$ cat src/rtl/core/crc32_frame_receiver_top_assert.svh
// Assertion macros shared by the frame receiver modules.
`ifndef CRC32_FRAME_RECEIVER_TOP_ASSERT_SVH
`define CRC32_FRAME_RECEIVER_TOP_ASSERT_SVH
`ifndef SYNTH
`define CRCFR_ASSERT(lbl, prop, msg) \
  lbl: assert property (@(posedge clk_i) disable iff (!rst_ni) prop) else $error(msg);
`define CRCFR_NEVER(lbl, cond, msg) \
  `CRCFR_ASSERT(lbl, !(cond), msg)
`else
`define CRCFR_ASSERT(lbl, prop, msg)
`define CRCFR_NEVER(lbl, cond, msg)
`endif
`endif

$ cat src/rtl/core/crcfr_pkg.sv
// Types, constants and the CRC-32 byte update shared by the frame receiver.
package crcfr_pkg;

  localparam int unsigned MAX_FRAME  = 512;
  localparam int unsigned ADDR_W     = $clog2(MAX_FRAME);
  localparam int unsigned LEN_W      = $clog2(MAX_FRAME + 1);
  localparam int unsigned HEAD_BYTES = 4;
  localparam int unsigned MIN_FRAME  = 8;

  localparam logic [31:0] CRC_POLY   = 32'hEDB8_8320;
  localparam logic [31:0] CRC_INIT   = 32'hFFFF_FFFF;
  localparam logic [7:0]  SYNC_RESET = 8'h5A;

  localparam logic CMD_BYTE = 1'b0;
  localparam logic CMD_READ = 1'b1;

  localparam logic [1:0] ST_GOOD    = 2'd0;
  localparam logic [1:0] ST_CRC_ERR = 2'd1;
  localparam logic [1:0] ST_BAD_LEN = 2'd2;

  // Queue entry: one classified transaction.
  typedef struct packed {
    logic              is_read;
    logic              rd_ok;
    logic [7:0]        rx_byte;
    logic [ADDR_W-1:0] addr;
  } item_t;

  // Fields of a pending result held in the output register.
  typedef struct packed {
    logic       done;
    logic [1:0] status;
    logic [7:0] ptype;
    logic [8:0] plen;
    logic       rd_ok;
  } result_t;

  function automatic logic [31:0] crc_byte(input logic [31:0] crc, input logic [7:0] b);
    logic [31:0] c;
    c = crc ^ {24'd0, b};
    for (int k = 0; k < 8; k++) begin
      c = c[0] ? ((c >> 1) ^ CRC_POLY) : (c >> 1);
    end
    return c;
  endfunction

endpackage

$ cat src/rtl/core/crcfr_queue.sv
// Two-entry queue between the front end and the frame engine.
module crcfr_queue
  import crcfr_pkg::*;
(
  input  logic  clk_i,
  input  logic  rst_ni,
  input  logic  push_i,
  input  item_t item_i,
  output logic  full_o,
  input  logic  pop_i,
  output logic  head_valid_o,
  output item_t head_o
);

  item_t      slot_q [2];
  logic       wr_ptr_q, rd_ptr_q;
  logic [1:0] cnt_q;

  assign full_o       = (cnt_q == 2'd2);
  assign head_valid_o = (cnt_q != 2'd0);
  assign head_o       = slot_q[rd_ptr_q];

  always_ff @(posedge clk_i or negedge rst_ni) begin
    if (!rst_ni) begin
      wr_ptr_q <= 1'b0;
      rd_ptr_q <= 1'b0;
      cnt_q    <= 2'd0;
    end else begin
      if (push_i) wr_ptr_q <= !wr_ptr_q;
      if (pop_i)  rd_ptr_q <= !rd_ptr_q;
      cnt_q <= cnt_q + 2'(push_i) - 2'(pop_i);
    end
  end

  always_ff @(posedge clk_i) begin
    if (push_i) slot_q[wr_ptr_q] <= item_i;
  end

  `include "crc32_frame_receiver_top_assert.svh"
  `CRCFR_NEVER(a_q_no_overflow, push_i && full_o, "push into full queue")
  `CRCFR_NEVER(a_q_no_underflow, pop_i && !head_valid_o, "pop from empty queue")
  `CRCFR_ASSERT(a_q_cnt_up, (push_i && !pop_i) |=> (cnt_q == $past(cnt_q) + 2'd1), "push lost")

endmodule

$ cat config.mk
export PLATFORM = sky130hd
export DESIGN_NAME = crcfr_queue
export DESIGN_NICKNAME = d
export VERILOG_FILES = /design/src/rtl/core/crcfr_pkg.sv /design/src/rtl/core/crcfr_queue.sv
export VERILOG_INCLUDE_DIRS = /design/src /design/src/rtl/core
export SDC_FILE = /design/constraint.sdc
export NUM_CORES = 1
export LEC_CHECK = 0
export BUFFER_PORTS_ARGS = -buffer_cell sky130_fd_sc_hd__buf_2
export CORE_MARGIN = 5
export CORE_UTILIZATION = 51
export CTS_BUF_LIST = sky130_fd_sc_hd__clkbuf_16
export DETAILED_ROUTE_END_ITERATION = 10
export PLACE_DENSITY_LB_ADDON = 0.3
export SKIP_LAST_GASP = 1
export SLEW_MARGIN = 0
export SYNTH_ARGS = -nofsm -noshare
export SYNTH_HDL_FRONTEND = slang
export SYNTH_SLANG_ARGS = --single-unit
$ cat constraint.sdc
create_clock -name clk_i -period 2.1 [get_ports clk_i]
set_clock_uncertainty 0.1 [all_clocks]
set_input_delay 0 -clock clk_i [delete_from_list [all_inputs] [get_ports clk_i]]
set_output_delay 0 -clock clk_i [all_outputs]
set_load 0.02 [all_outputs]
==> reports/qor.yml, run 1 <==
cts_tree: "built"
yosysTopAreaCell: "edfxtp_1"
htree_levels: 2
cp-startpoint: "cnt_q[0]$_DFF_PN0_"
ios: 44
synth_mux_area_frac: 0.173
die_area_um2: 4470
cts_sinks: 42
ant_nets: 0
hp-start: "pop_i"
ys_seq_elements: 42
synthDistinctLibCells: 11
synth-warning-count: 0
grt_pass1_vias: 993
grt_pass1_wl_um: 4300
synthArstFlopShare: 0.0952
dp_worst_setup_slack_ns: 0.616
synthCells: 74
drc_errors: 0
die_height_um: 66.8
dp.cells: 163
first_iter_violations: 12
power_switching_uw: 876
port_buffers: 43
grt.total_usage: 0.139
synth_compound_area_frac: 0
relSlewSlack: 0.827
fin_setup_tns_ns: 0
synth_top_family_by_area: "multiplexers"
min_period_over_period: 0.705
clock_latency_ns: 0.27
worstPathArrival_ns: 1.53
crit_type: "reg -> reg"
synth_area_um2: 1650
synth.avg_cell_area_um2: 22.3
post_dp_cell_area_um2: 1930
min_path_type: "in -> reg"
tightest_slew_ns: 0.259
areaGrowthSynthToFinish_pct: 39.0
synth.top_cell.area_share: 0.692
path_clk_slew_ns: 0.05
antenna_found_initial: 0
rr_startpoint: "cnt_q[0]$_DFF_PN0_"
grt_max_degree: 20
fin_nets: 174
maxCapViolCount: 0
pwr-share-comb: 0.366
clkPwrFrac: 0.232
overflow: 0
start_util: 0.535
seq_area_frac_synth: 0.753
p_total_mw: 2.95
worstSetupStartpointType: "register"
dr.pass1.iters: 3
fillers: 204
worst-path-max-fanout: 3
endpoint_kind: "register"
cts_buffers: 5
synth-simple-area-share: 0.0152
synth.area.top_cells: "edfxtp_1 69%, mux2_4 17%, dfrtp_1 6.1%"
core_um2: 3080
rsz0062_at_grt: "no"
drive_above_1_share: 0.490
setup_viol: 0
post-route-util: 0.744
maxSlewViolCount: 0
p_sw_frac: 0.297
viasPerCell: 4.70
wl_per_cell_um: 14.0
final_area_um2: 2290
finalHoldViolations: 0
antennaDiodeCount: 0
outcome: "complete, no violations"
p_per_area_nw_per_um2: 1290
p_leak_nw: 0.977
synth-xor-area-share: 0.0251
cts-root-buf: "clkbuf_16"
ir_worst_vdd_mv: 0.843
worst_slack_ns: 0.620
synth_commonest_cells: "38 x edfxtp_1, 19 x mux2_4, 4 x dfrtp_1"
die_x_um: 66.8
synth-main-ff-cell: "edfxtp_1"
yosysMostFrequentCell: "edfxtp_1"
power_frac_seq: 0.402
synth_edf_count: 38
row_count: 20
crit_required_ns: 2.15
cts_max_path_buffers: 2
hold_slack_ns: 0.346
synthAdderAreaFrac: 0.0152
p_int_mw: 2.07
final_cells: 193
syn-num-nets: 99
routabilityCongestion: 0.761
fmax_mhz: 675
vias: 907
period_minus_slack_ns: 1.48
wl_um: 2710
ctsResizeCount: 0
-- metal layers --
layer / global-route usage / routed length (um)
met4: 0.0990 / 77
met2: 0.241 / 1360
met1: 0.139 / 1080
met5: 0 / 0
met3: 0.0455 / 190
-- sequential cells by signal, summed over array words and instances, names as in the netlist --
name / count
slot_q: 38
rd_ptr_q: 1
cnt_q: 2
wr_ptr_q: 1
-- repair_timing --
item                                   in CTS  in global routing
setup buffers                               0                  0
endpoints found under the hold margin      45                  0
hold buffers                               23                  0
-- final cells by class --
cell class	instances	area, um2	area share
clock buffer	5	125	0.0546
clock inverter	2	7.51	0.00328
inverter	2	7.51	0.00328
multi-input combinational	28	379	0.165
sequential	42	1240	0.542
tap	44	55.1	0.0240
timing repair buffer	70	475	0.208
-- placed cells by master (no fill, tap or decap) --
| cell type | n |
|---|---|
| inv_1 | 4 |
| nor2b_1 | 1 |
| clkbuf_16 | 5 |
| dfrtp_1 | 4 |
| dlygate4sd3_1 | 23 |
| xor3_1 | 1 |
| nor2b_2 | 1 |
| buf_2 | 43 |
| or2_2 | 1 |
| buf_4 | 4 |
| xor2_1 | 2 |
| and2_1 | 1 |
| edfxtp_1 | 38 |
| mux2_4 | 19 |
| ha_1 | 2 |
-- power groups by stage --
stage | sequential [mW] | clock (mW) | combinational (mW)
floorplan | 1.19 | 0 | 0.796
detailed placement | 1.20 | 0 | 1.06
global route | 1.20 | 0.751 | 1.14
global placement | 1.19 | 0 | 1.04
finish | 1.18 | 0.684 | 1.08
CTS | 1.19 | 0.704 | 1.09
-- path summary, 6_finish.rpt --
| check | endpoint | slack, ns | cells past startpoint |
|---|---|---|---|
| worst max-delay path | cnt_q[1]$_DFF_PN0_ | 0.62 | 5 |
| worst min-delay path | rd_ptr_q$_DFFE_PN0P_ | 0.35 | 3 |
| worst max register to register | cnt_q[1]$_DFF_PN0_ | 0.62 | 5 |
| worst min register to register | wr_ptr_q$_DFFE_PN0P_ | 0.40 | 1 |
| max in group asynchronous | cnt_q[0]$_DFF_PN0_ | 1.19 | 3 |
| min in group asynchronous | rd_ptr_q$_DFFE_PN0P_ | 0.53 | 3 |
-- kinds of logic (layout without fill, tap and decap cells) --
family                     after synthesis  after routing
buffers and inverters                    4             79
xor gates and xnor gates                 3              3
muxes                                   19             19
adders and majority gates                2              2
DFF                                     42             42
and+or+nand+nor                          4              4
-- worst max-delay path: stages (launching register included) --
cell and delay, ns:
dfrtp_1 0.36, inv_1 0.05, ha_1 0.26, inv_1 0.05, ha_1 0.14, xor3_1 0.39
Note: power is estimated with default switching activity, not from simulation.
==> run 2, diff against run 1 <==
Settings changed: CORE_UTILIZATION 51 to 46.
Clock period 2.1 ns to 1.25 ns, I/O delays scaled along.
==> run 2 against run 1 <==
Against the previous run:
- wire length increased by 6.0%
- critical endpoint is now head_o[9]
- sequential share of layout area decreased by 4.4 points
- sequential power increased by 72%
- highest routed layer unchanged
- the run now ends with setup timing left
- register-to-register slack got worse by 0.67 ns
- first-iteration DRC count increased by 140%
- non-clock buffer count increased by 5
- hold slack got worse by 0.23 ns
- die area increased by 9.2%
- final area increased by 8.9%
- power increased by 88%
- cell count increased by 4.1%
==> reports/qor.yml, run 2 (synthesis results as in run 1) <==
min_period_over_period: 1.17
worst_slack_ns: -0.213  # -0.832 ns
layout_common_cells: "38 x edfxtp_1, 33 x buf_2, 23 x dlygate4sd3_1"
finalHoldViolations: 0  # unchanged
violations: "setup timing"
die_height_um: 69.9  # +4.5%
die_x_um: 69.9  # +4.5%
cp-startpoint: "rd_ptr_q$_DFFE_PN0P_"
worstSetupStartpointType: "register"
hold_slack_ns: 0.119  # -0.227 ns
r2r_setup_slack_ns: -0.05  # -0.67 ns
cts_max_path_buffers: 2  # unchanged
mostFrequentLayoutCell: "edfxtp_1"
dr.pass1.iters: 3  # unchanged
min_path_type: "in -> reg"
cts_tree: "built"
cts-root-buf: "clkbuf_16"
period_minus_slack_ns: 1.46
fin_nets: 179  # +2.9%
cts_buffers: 5  # unchanged
path_clk_slew_ns: 0.05  # about the same
relSlewSlack: 0.871  # +0.0444
maxSlewViolCount: 0  # unchanged
crit_type: "reg -> out"
drive_above_1_share: 0.516  # +0.0262
p_per_area_nw_per_um2: 2230  # +73%
rsz0062_at_grt: "yes"
final_cells: 201  # +4.1%
ir_worst_vdd_mv: 1.17  # +38%
overflow: 0  # unchanged
htree_levels: 2  # unchanged
r2r-end: "cnt_q[1]$_DFF_PN0_"
endpoint: "head_o[9]"
maxCapViolCount: 0  # unchanged
dp.cells: 167  # +2.5%
areaGrowthSynthToFinish_pct: 51.4
endpoint_kind: "output port"
worst-path-max-fanout: 10  # +7
cts_sinks: 42  # unchanged
p_leak_nw: 1.05  # +7.6%
largest_register_ffs: 38  # unchanged
vias: 897  # -1.1%
drc_errors: 0  # unchanged
final_area_um2: 2490  # +8.9%
ios: 44  # unchanged
reg2reg_depth: 5  # unchanged
post_dp_cell_area_um2: 2010  # +4.5%
first_iter_violations: 29  # +17
rr_startpoint: "cnt_q[0]$_DFF_PN0_"
antennaDiodeCount: 0  # unchanged
wl_um: 2870  # +6.0%
crit_required_ns: 1.15  # -1.00 ns
fmax_mhz: 684
antenna_found_initial: 0  # unchanged
core_um2: 3390  # +10%
grt_pass1_wl_um: 4740  # +10%
port_buffers: 43  # unchanged
clock_latency_ns: 0.27  # about the same
hp-start: "pop_i"
setup_viol: 20  # +20
start_util: 0.486  # -0.0492
reg_top3: "slot_q (38), cnt_q (2)"
hold_depth: 3  # unchanged
post-route-util: 0.736  # -0.00824
top_register: "slot_q"
routabilityCongestion: 0.633  # -17%
die_area_um2: 4880  # +9.2%
tightest_slew_ns: 0.192  # -0.0672 ns
worstPathArrival_ns: 1.36  # -0.17 ns
grt_max_degree: 13  # -35%
viasPerCell: 4.46  # -5.0%
ant_nets: 0  # unchanged
row_count: 21  # +5.0%
grt_pass1_vias: 1004  # +1.1%
grt.total_usage: 0.125  # -0.0144
outcome: "finished, violations left"
wl_per_cell_um: 14.3  # +1.8%
-- run 2: metrics by stage --
step | TNS, ns | worst slack, ns | power (mW)
2_1_floorplan | 0 | 0.0146 | 3.35
3_3_place_gp | 0 | 0.0204 | 3.94
3_5_place_dp | -0.0417 | -0.0417 | 4.00
4_1_cts | -4.21 | -0.227 | 5.44
5_1_grt | -4.44 | -0.248 | 5.81
6_report | -3.68 | -0.213 | 5.55
-- run 2: worst min-delay path by stage --
stage,to,slack (ns)
floorplan,cnt_q[0]$_DFF_PN0_,-0.40
global placement,wr_ptr_q$_DFFE_PN0P_,-0.29
detailed placement,cnt_q[0]$_DFF_PN0_,-0.29
CTS,cnt_q[0]$_DFF_PN0_,0.12
global route,cnt_q[1]$_DFF_PN0_,0.13
finish,cnt_q[1]$_DFF_PN0_,0.12
-- run 2: cell type report --
type | count | area (um2)
well taps | 46 | 57.6
fillers | 215 | 895
clock buffers | 5 | 125
inverters | 2 | 7.51
clock inverters | 3 | 11.3
multi-input cells | 28 | 388
flip-flops and latches | 42 | 1240
repair buffers | 75 | 663
-- run 2: routing by layer --
layer,global-route usage,up-vias,share of wire
met5,0,-,0
met4,0.0511,0,0.013
met3,0.0445,4,0.055
met2,0.217,24,0.54
met1,0.139,426,0.39
li1,-,443,-
-- run 2: worst max-delay path, stage by stage, from the launching register on --
cell and delay, ns:
dfrtp_2 0.45, buf_12 0.17, mux2_4 0.30, buf_2 0.16
-- run 2: repair_timing --
action | 4_1_cts | 5_1_grt
gates cloned | 1 | 1
hold buffers | 23 | 0
resized for setup | 7 | 18
endpoints found under the setup margin | 21 | 22
pin swaps | 1 | 0
buffers inserted | 1 | 0
endpoints found under the hold margin | 45 | 0
-- run 2: report_power, final --
part           total [mW]  internal (mW)  leakage [nW]  switching [mW]
registers            2.03           1.89         0.402           0.142
logic                2.36           1.34         0.583            1.02
clock network        1.16          0.717        0.0663           0.445
