==> config.mk <==
export PLATFORM = sky130hd
export DESIGN_NAME = crcfr_back_flat
export DESIGN_NICKNAME = d
export VERILOG_FILES = /design/src/rtl/core/crcfr_pkg.sv /design/src/rtl/core/crcfr_out_if.sv /design/src/rtl/core/crcfr_back.sv /design/src/flat_wrapper.sv
export VERILOG_INCLUDE_DIRS = /design/src /design/src/rtl/core
export SDC_FILE = /design/constraint.sdc
export NUM_CORES = 2
export LEC_CHECK = 0
export BUFFER_PORTS_ARGS = -buffer_cell sky130_fd_sc_hd__buf_2
export CAP_MARGIN = 20
export CORE_ASPECT_RATIO = 2
export CORE_MARGIN = 2
export CORE_UTILIZATION = 35
export DETAILED_ROUTE_END_ITERATION = 16
export HOLD_SLACK_MARGIN = 0.15
export SYNTH_ARGS = -nofsm -noshare
export SYNTH_HDL_FRONTEND = slang
export SYNTH_SLANG_ARGS = --single-unit
==> constraint.sdc <==
create_clock -name clk_i -period 8.8 [get_ports clk_i]
set_clock_uncertainty 0.15 [all_clocks]
set_input_delay 1.76 -clock clk_i [delete_from_list [all_inputs] [get_ports clk_i]]
set_output_delay 1.76 -clock clk_i [all_outputs]
set_load 0.05 [all_outputs]
==> src/rtl/core/crc32_frame_receiver_top_assert.svh <==
// Assertion macros shared by the frame receiver modules.
`ifndef CRC32_FRAME_RECEIVER_TOP_ASSERT_SVH
`define CRC32_FRAME_RECEIVER_TOP_ASSERT_SVH
`ifndef SYNTH
`define CRCFR_ASSERT(lbl, prop, msg) \
  lbl: assert property (@(posedge clk_i) disable iff (!rst_ni) prop) else $error(msg);
`define CRCFR_NEVER(lbl, cond, msg) \
  `CRCFR_ASSERT(lbl, !(cond), msg)
`else
`define CRCFR_ASSERT(lbl, prop, msg)
`define CRCFR_NEVER(lbl, cond, msg)
`endif
`endif

==> src/rtl/core/crcfr_pkg.sv <==
// Types, constants and the CRC-32 byte update shared by the frame receiver.
package crcfr_pkg;

  localparam int unsigned MAX_FRAME  = 512;
  localparam int unsigned ADDR_W     = $clog2(MAX_FRAME);
  localparam int unsigned LEN_W      = $clog2(MAX_FRAME + 1);
  localparam int unsigned HEAD_BYTES = 4;
  localparam int unsigned MIN_FRAME  = 8;

  localparam logic [31:0] CRC_POLY   = 32'hEDB8_8320;
  localparam logic [31:0] CRC_INIT   = 32'hFFFF_FFFF;
  localparam logic [7:0]  SYNC_RESET = 8'h5A;

  localparam logic CMD_BYTE = 1'b0;
  localparam logic CMD_READ = 1'b1;

  localparam logic [1:0] ST_GOOD    = 2'd0;
  localparam logic [1:0] ST_CRC_ERR = 2'd1;
  localparam logic [1:0] ST_BAD_LEN = 2'd2;

  // Queue entry: one classified transaction.
  typedef struct packed {
    logic              is_read;
    logic              rd_ok;
    logic [7:0]        rx_byte;
    logic [ADDR_W-1:0] addr;
  } item_t;

  // Fields of a pending result held in the output register.
  typedef struct packed {
    logic       done;
    logic [1:0] status;
    logic [7:0] ptype;
    logic [8:0] plen;
    logic       rd_ok;
  } result_t;

  function automatic logic [31:0] crc_byte(input logic [31:0] crc, input logic [7:0] b);
    logic [31:0] c;
    c = crc ^ {24'd0, b};
    for (int k = 0; k < 8; k++) begin
      c = c[0] ? ((c >> 1) ^ CRC_POLY) : (c >> 1);
    end
    return c;
  endfunction

endpackage

==> src/rtl/core/crcfr_out_if.sv <==
// Output channel: frame report or read data.
interface crcfr_out_if;
  logic       valid;
  logic       ready;
  logic       frame_done;
  logic [1:0] frame_status;
  logic [7:0] packet_type;
  logic [8:0] payload_length;
  logic [7:0] read_data;

  modport source (output valid, frame_done, frame_status, packet_type, payload_length,
                  read_data, input ready);
  modport sink   (input valid, frame_done, frame_status, packet_type, payload_length,
                  read_data, output ready);
endinterface

==> src/rtl/core/crcfr_back.sv <==
// Frame engine: sync hunt, header parse, CRC, payload store and output register.
module crcfr_back
  import crcfr_pkg::*;
(
  input  logic       clk_i,
  input  logic       rst_ni,
  input  logic [7:0] sync_byte_i,
  input  logic       head_valid_i,
  input  item_t      head_i,
  output logic       pop_o,
  crcfr_out_if.source out_o
);

  typedef enum logic [5:0] {
    PH_HUNT    = 6'b000001,
    PH_LEN_LO  = 6'b000010,
    PH_LEN_HI  = 6'b000100,
    PH_TYPE    = 6'b001000,
    PH_PAYLOAD = 6'b010000,
    PH_CRC     = 6'b100000
  } phase_e;

  phase_e             phase_q, phase_d;
  logic [LEN_W-1:0]   cnt_q, cnt_d;
  logic [LEN_W-1:0]   len_q, len_d;
  logic [7:0]         len_lo_q, len_lo_d;
  logic [31:0]        crc_q, crc_d;
  logic [23:0]        crc_rx_q, crc_rx_d;
  logic [7:0]         type_q, type_d;

  logic               out_vld_q;
  result_t            res_q, res_d;
  logic               emit;
  logic [7:0]         rdata_q;
  logic [7:0]         mem [MAX_FRAME];

  logic               byte_pop, rd_pop, mem_we;
  logic [7:0]         b;
  logic [15:0]        len16;
  logic [LEN_W-1:0]   len_m4, cnt_inc;
  logic [1:0]         crc_k;
  logic [ADDR_W-1:0]  wr_addr;
  logic [31:0]        crc_fin;

  assign pop_o    = head_valid_i && (!out_vld_q || out_o.ready);
  assign byte_pop = pop_o && !head_i.is_read;
  assign rd_pop   = pop_o && head_i.is_read;
  assign b        = head_i.rx_byte;
  assign len16    = {b, len_lo_q};
  assign len_m4   = len_q - LEN_W'(HEAD_BYTES);
  assign cnt_inc  = cnt_q + LEN_W'(1);
  assign crc_k    = 2'(cnt_q - len_m4);
  assign wr_addr  = ADDR_W'(cnt_q - LEN_W'(HEAD_BYTES));
  assign crc_fin  = {b, crc_rx_q} ^ CRC_INIT;
  assign mem_we   = byte_pop && (phase_q == PH_PAYLOAD);

  always_comb begin
    phase_d  = phase_q;
    cnt_d    = cnt_q;
    len_d    = len_q;
    len_lo_d = len_lo_q;
    crc_d    = crc_q;
    crc_rx_d = crc_rx_q;
    type_d   = type_q;
    emit     = rd_pop;
    res_d    = '0;
    res_d.rd_ok = head_i.rd_ok;
    if (byte_pop) begin
      case (phase_q)
        PH_HUNT: begin
          if (b == sync_byte_i) begin
            crc_d   = crc_byte(CRC_INIT, b);
            cnt_d   = LEN_W'(1);
            phase_d = PH_LEN_LO;
          end
        end
        PH_LEN_LO: begin
          len_lo_d = b;
          crc_d    = crc_byte(crc_q, b);
          cnt_d    = LEN_W'(2);
          phase_d  = PH_LEN_HI;
        end
        PH_LEN_HI: begin
          if (len16 < 16'(MIN_FRAME) || len16 > 16'(MAX_FRAME)) begin
            // bad length: report and drop straight back to hunting
            emit         = 1'b1;
            res_d.done   = 1'b1;
            res_d.status = ST_BAD_LEN;
            crc_d        = CRC_INIT;
            cnt_d        = '0;
            phase_d      = PH_HUNT;
          end else begin
            len_d   = LEN_W'(len16);
            crc_d   = crc_byte(crc_q, b);
            cnt_d   = LEN_W'(3);
            phase_d = PH_TYPE;
          end
        end
        PH_TYPE: begin
          type_d  = b;
          crc_d   = crc_byte(crc_q, b);
          cnt_d   = LEN_W'(HEAD_BYTES);
          phase_d = (len_q > LEN_W'(MIN_FRAME)) ? PH_PAYLOAD : PH_CRC;
        end
        PH_PAYLOAD: begin
          crc_d = crc_byte(crc_q, b);
          cnt_d = cnt_inc;
          if (cnt_inc >= len_m4) phase_d = PH_CRC;
        end
        PH_CRC: begin
          cnt_d = cnt_inc;
          case (crc_k)
            2'd0:    crc_rx_d[7:0]   = b;
            2'd1:    crc_rx_d[15:8]  = b;
            2'd2:    crc_rx_d[23:16] = b;
            default: begin
              emit         = 1'b1;
              res_d.done   = 1'b1;
              res_d.status = (crc_fin == crc_q) ? ST_GOOD : ST_CRC_ERR;
              res_d.ptype  = type_q;
              res_d.plen   = 9'(len_q - LEN_W'(MIN_FRAME));
              crc_d        = CRC_INIT;
              cnt_d        = '0;
              phase_d      = PH_HUNT;
            end
          endcase
        end
        default: begin
          crc_d   = CRC_INIT;
          cnt_d   = '0;
          phase_d = PH_HUNT;
        end
      endcase
    end
  end

  always_ff @(posedge clk_i or negedge rst_ni) begin
    if (!rst_ni) begin
      phase_q   <= PH_HUNT;
      cnt_q     <= '0;
      len_q     <= '0;
      len_lo_q  <= '0;
      crc_q     <= CRC_INIT;
      crc_rx_q  <= '0;
      type_q    <= '0;
      out_vld_q <= 1'b0;
    end else begin
      phase_q  <= phase_d;
      cnt_q    <= cnt_d;
      len_q    <= len_d;
      len_lo_q <= len_lo_d;
      crc_q    <= crc_d;
      crc_rx_q <= crc_rx_d;
      type_q   <= type_d;
      if (pop_o) begin
        out_vld_q <= emit;
      end else if (out_o.ready) begin
        out_vld_q <= 1'b0;
      end
    end
  end

  always_ff @(posedge clk_i) begin
    if (pop_o) res_q <= res_d;
  end

  // payload store: one write or one registered read per cycle
  always_ff @(posedge clk_i) begin
    if (mem_we) mem[wr_addr] <= b;
    if (rd_pop) rdata_q <= mem[head_i.addr];
  end

  assign out_o.valid          = out_vld_q;
  assign out_o.frame_done     = res_q.done;
  assign out_o.frame_status   = res_q.status;
  assign out_o.packet_type    = res_q.ptype;
  assign out_o.payload_length = res_q.plen;
  assign out_o.read_data      = (!res_q.done && res_q.rd_ok) ? rdata_q : 8'd0;

  `include "crc32_frame_receiver_top_assert.svh"
  `CRCFR_ASSERT(a_hunt_after_end, (byte_pop && emit) |=> (phase_q == PH_HUNT), "not hunting")
  `CRCFR_NEVER(a_we_in_payload, mem_we && phase_q != PH_PAYLOAD, "stray write")

endmodule

==> src/flat_wrapper.sv <==
// flat-port wrapper written by rule: the top's interface ports become plain ports
module crcfr_back_flat import crcfr_pkg::*;
  (clk_i, rst_ni, sync_byte_i, head_valid_i, head_i, pop_o, out_o_valid, out_o_frame_done, out_o_frame_status, out_o_packet_type, out_o_payload_length, out_o_read_data, out_o_ready);
  crcfr_out_if out_o_i ();
  input  logic clk_i;
  input  logic rst_ni;
  input  logic [7:0] sync_byte_i;
  input  logic head_valid_i;
  input  item_t head_i;
  output logic pop_o;
  output wire logic [$bits(out_o_i.valid)-1:0] out_o_valid;
  output wire logic [$bits(out_o_i.frame_done)-1:0] out_o_frame_done;
  output wire logic [$bits(out_o_i.frame_status)-1:0] out_o_frame_status;
  output wire logic [$bits(out_o_i.packet_type)-1:0] out_o_packet_type;
  output wire logic [$bits(out_o_i.payload_length)-1:0] out_o_payload_length;
  output wire logic [$bits(out_o_i.read_data)-1:0] out_o_read_data;
  input wire logic [$bits(out_o_i.ready)-1:0] out_o_ready;
  assign out_o_valid = out_o_i.valid;
  assign out_o_frame_done = out_o_i.frame_done;
  assign out_o_frame_status = out_o_i.frame_status;
  assign out_o_packet_type = out_o_i.packet_type;
  assign out_o_payload_length = out_o_i.payload_length;
  assign out_o_read_data = out_o_i.read_data;
  assign out_o_i.ready = out_o_ready;
  crcfr_back u_core (.clk_i(clk_i), .rst_ni(rst_ni), .sync_byte_i(sync_byte_i), .head_valid_i(head_valid_i), .head_i(head_i), .pop_o(pop_o), .out_o(out_o_i));
endmodule
==> results.yml <==
setup_path:
  cp_slowest_stage_delay_ns: 1.11
  crit_path_top_delay_cell: "nor2_1"
  cp_max_fo: 16
  startpoint: "u_core.cnt_q[2]$_DFFE_PN0P_"
  endpoint_kind: "register"
  worstPathCellList: "nor2_1, nand2_1, o21ai_0, nand2_1, nor2_1, nand2_1, nor2_1"
  required_ns: 9.15
  critPathKind: "register to register"
  crit-reg2reg-launch: "u_core.cnt_q[2]$_DFFE_PN0P_"
  worstSetupStartpointType: "register"
  cp.arrival_ns: 5.73
drt:
  drt-total-wl_um: 416100
  vias: 79532
  routedWlPerCell_um: 28.38
  drtAntennaViolNets: 0
  dr.pass1.iters: 6
  drt_iter0_markers: 8569
  drc_errors: 0
  viasPerCell: 5.425
global_routing:
  busiest_layer: "met2"
  grt_antenna_before_repair: 16
  grt_pass1_vias: 81169
  grt_overflow_total: 0
  grtUsageMet3: 0.02466
  use_met1: 0.2324
  use_met2: 0.2768
  grt_pass1_wl_um: 596700
  track_usage: 0.1690
  grt_max_degree: 198
floorplan:
  fp.dieW_um: 491.3
  num_rows: 358
  num_io_pins: 61
  die_h_um: 978.7
  start_util: 0.3508
  fp.coreArea_mm2: 0.4739
  dieArea_mm2: 0.4809
pwr:
  clkPwrFrac: 0.404
  power_frac_seq: 0.525
  swShare: 0.2231
  peakVddDrop_mv: 0.1898
  combPwrFrac: 0.071
  power.density_mw_per_mm2: 228.3
  p_int_mw: 33.09
  power_leakage_nw: 57.28
  power_switching_mw: 9.502
hold_path:
  hold_path.class: "register to register"
  min-delay-start: "u_core.type_q[2]$_DFFE_PN0P_"
clocking:
  clockBufferDepth: 4
  cts_root_buf: "clkbuf_16"
  cts_buffers: 389
  htreeDepth: 5
  cts_sinks: 4224
  path_clk_slew_ns: 0.06
  cts_resized: 0
  cts_tree: "yes"
  hold_buffers: 0
  clock_latency_ns: 0.89
  post_cts_buffers: 0
sta:
  fin_setup_tns_ns: 0
  fmax_ghz: 0.1860
  setup_viol_count_final: 0
  final-hold-violation-count: 0
  worst_pin_slew_ns: 1.373
  relSlewSlack: 0.08476
  period_share: 0.6110
  drv_slew: 0
  rsz0062_at_grt: "no"
  fin_crit_ns: 5.377
synthesis:
  synthAdderAreaFrac: 0.001881
  synthesis.area_mm2: 0.1663
  ys_seq_elements: 4224
  synth_cell_type_count: 75
  synth_edf_count: 4125
  synth_most_common_cell: "edfxtp_1"
  yosys-top-cells-area: "edfxtp_1 (75%), mux4_2 (14%), nor2_1 (1.5%), mux2i_1 (1.4%), dfrtp_1 (0.99%)"
  synth_top_family_by_area: "multiplexers"
  avgSynthCellArea_um2: 20.98
  yosysWarnings: 0
  synth_xor_area_frac: 0.009656
  yosysTopAreaCell: "edfxtp_1"
  synthCells: 7926
  synth_top_area_frac: 0.7451
  muxShareOfSynthArea: 0.1606
  synth_commonest_cells: "edfxtp_1 (4125), mux4_2 (1024), nor2_1 (645)"
  synth_compound_area_frac: 0.02733
  synth_nets: 7982
  synthSimpleGateAreaFrac: 0.02316
  async_reset_ff_frac: 0.02344
  ys_seq_area_frac: 0.7602
  synth_flop_cell: "edfxtp_1"
placement:
  postPlaceCellArea_mm2: 0.1737
  dpl.hpwl_um: 246500
  gp_congestion: 0.8106
  portBuffers: 60
finish:
  synthToLayoutAreaGrowth_pct: 12.22
  nFillCells: 42129
  nNetsFinal: 8097
  drive_above_1_share: 0.2409
  seq_area_mm2: 0.1264
  final_cell_area_mm2: 0.1866
  multi_input_area_mm2: 0.03724
job:
  drv_cap: 0
status:
  status: "completed"
## routing by layer
| layer | routed length [um] | vias to the layer above |
|---|---|---|
| met5 | 13 | - |
| met4 | 13950 | 2 |
| met3 | 26480 | 593 |
| met2 | 203300 | 2869 |
| met1 | 172300 | 43040 |
| li1 | - | 33028 |
## layout make-up
class	instances	share of cell area
sequential	4224	0.6774
multi-input combinational	3175	0.1996
timing repair buffer	233	0.01164
tap	6300	0.04225
antenna	6	0.00008047
clock inverter	226	0.01385
inverter	18	0.0003621
clock buffer	479	0.05484
## metrics by stage
step                      cells  worst slack (ns)    util  power (mW)  hold WS [ns]
after floorplan            7926             4.207       -       24.71        0.3189
after global placement    13945             2.494  0.3665       25.80        0.3322
after detailed placement  13947             2.607  0.3665       25.83        0.3392
after CTS                 14652             3.547  0.3936       42.89        0.3528
after global routing      14658             3.379  0.3937       43.80        0.3626
final                     14661             3.423  0.3937       42.59        0.3486
## kinds of logic after synthesis
group | count (synthesis)
adders and majority gates | 25
DFF | 4224
buffers and inverters | 527
and+or+nand+nor | 940
muxes | 1374
xor gates and xnor gates | 179
AOI/OAI and AO/OA | 657
## power by group through the flow
| stage | clock, mW | sequential, mW | combinational [mW] |
|---|---|---|---|
| after global placement | 0 | 22.8 | 2.99 |
| after CTS | 17.5 | 22.4 | 3.03 |
| final | 17.2 | 22.4 | 3.01 |
| after detailed placement | 0 | 22.8 | 3.02 |
| after floorplan | 0 | 22.7 | 1.97 |
| after global routing | 18.2 | 22.4 | 3.23 |
## worst max-delay path, delay by kind of cell, from the launching register on
| family | cells | cell delay (ns) |
|---|---|---|
| compound gates | 1 | 0.27 |
| simple gates | 6 | 4.04 |
| flops | 1 | 0.51 |
## flip-flops by register name, summed over array words and instances, names as in the netlist
signal and count:
u_core.cnt_q 10, u_core.crc_q 32, u_core.crc_rx_q 24, u_core.len_lo_q 8, u_core.len_q 10, u_core.mem 4096, u_core.out_o.frame_done 1, u_core.out_o.frame_status 2
u_core.out_o.packet_type 8, u_core.out_o.payload_length 9, u_core.out_o.valid 1, u_core.phase_q 6, u_core.rdata_q 8, u_core.res_q 1, u_core.type_q 8
## path summary, 6_finish.rpt
| kind | endpoint | slack, ns | cells after the start |
|---|---|---|---|
| worst max-delay path | u_core.mem[422][7]$_DFFE_PP_ | 3.42 | 7 |
| min in group asynchronous | u_core.crc_rx_q[4]$_DFFE_PN0P_ | 0.70 | 1 |
| worst min register to register | u_core.type_q[2]$_DFFE_PN0P_ | 0.35 | 1 |
| worst max register to register | u_core.mem[422][7]$_DFFE_PP_ | 3.42 | 7 |
| max in group asynchronous | u_core.cnt_q[3]$_DFFE_PN0P_ | 6.62 | 2 |
| worst min-delay path | u_core.type_q[2]$_DFFE_PN0P_ | 0.35 | 1 |
## cell usage in the layout, fill, tap and decap left out, drive strengths merged, types with 16 or more instances in the layout
master,instances
a21oi,112
a221oi,87
and2,16
buf,233
bufinv,47
clkbuf,479
clkinv,145
clkinvlp,20
dfrtp,66
dfstp,33
edfxtp,4125
ha,25
inv,32
mux2,111
mux2i,239
mux4,1024
nand2,162
nand3,32
nand4,18
nor2,646
o211ai,18
o21ai,170
o221ai,67
o22a,39
o22ai,62
xnor2,104
xor2,74
No activity file was read; power rests on OpenSTA's default activity.
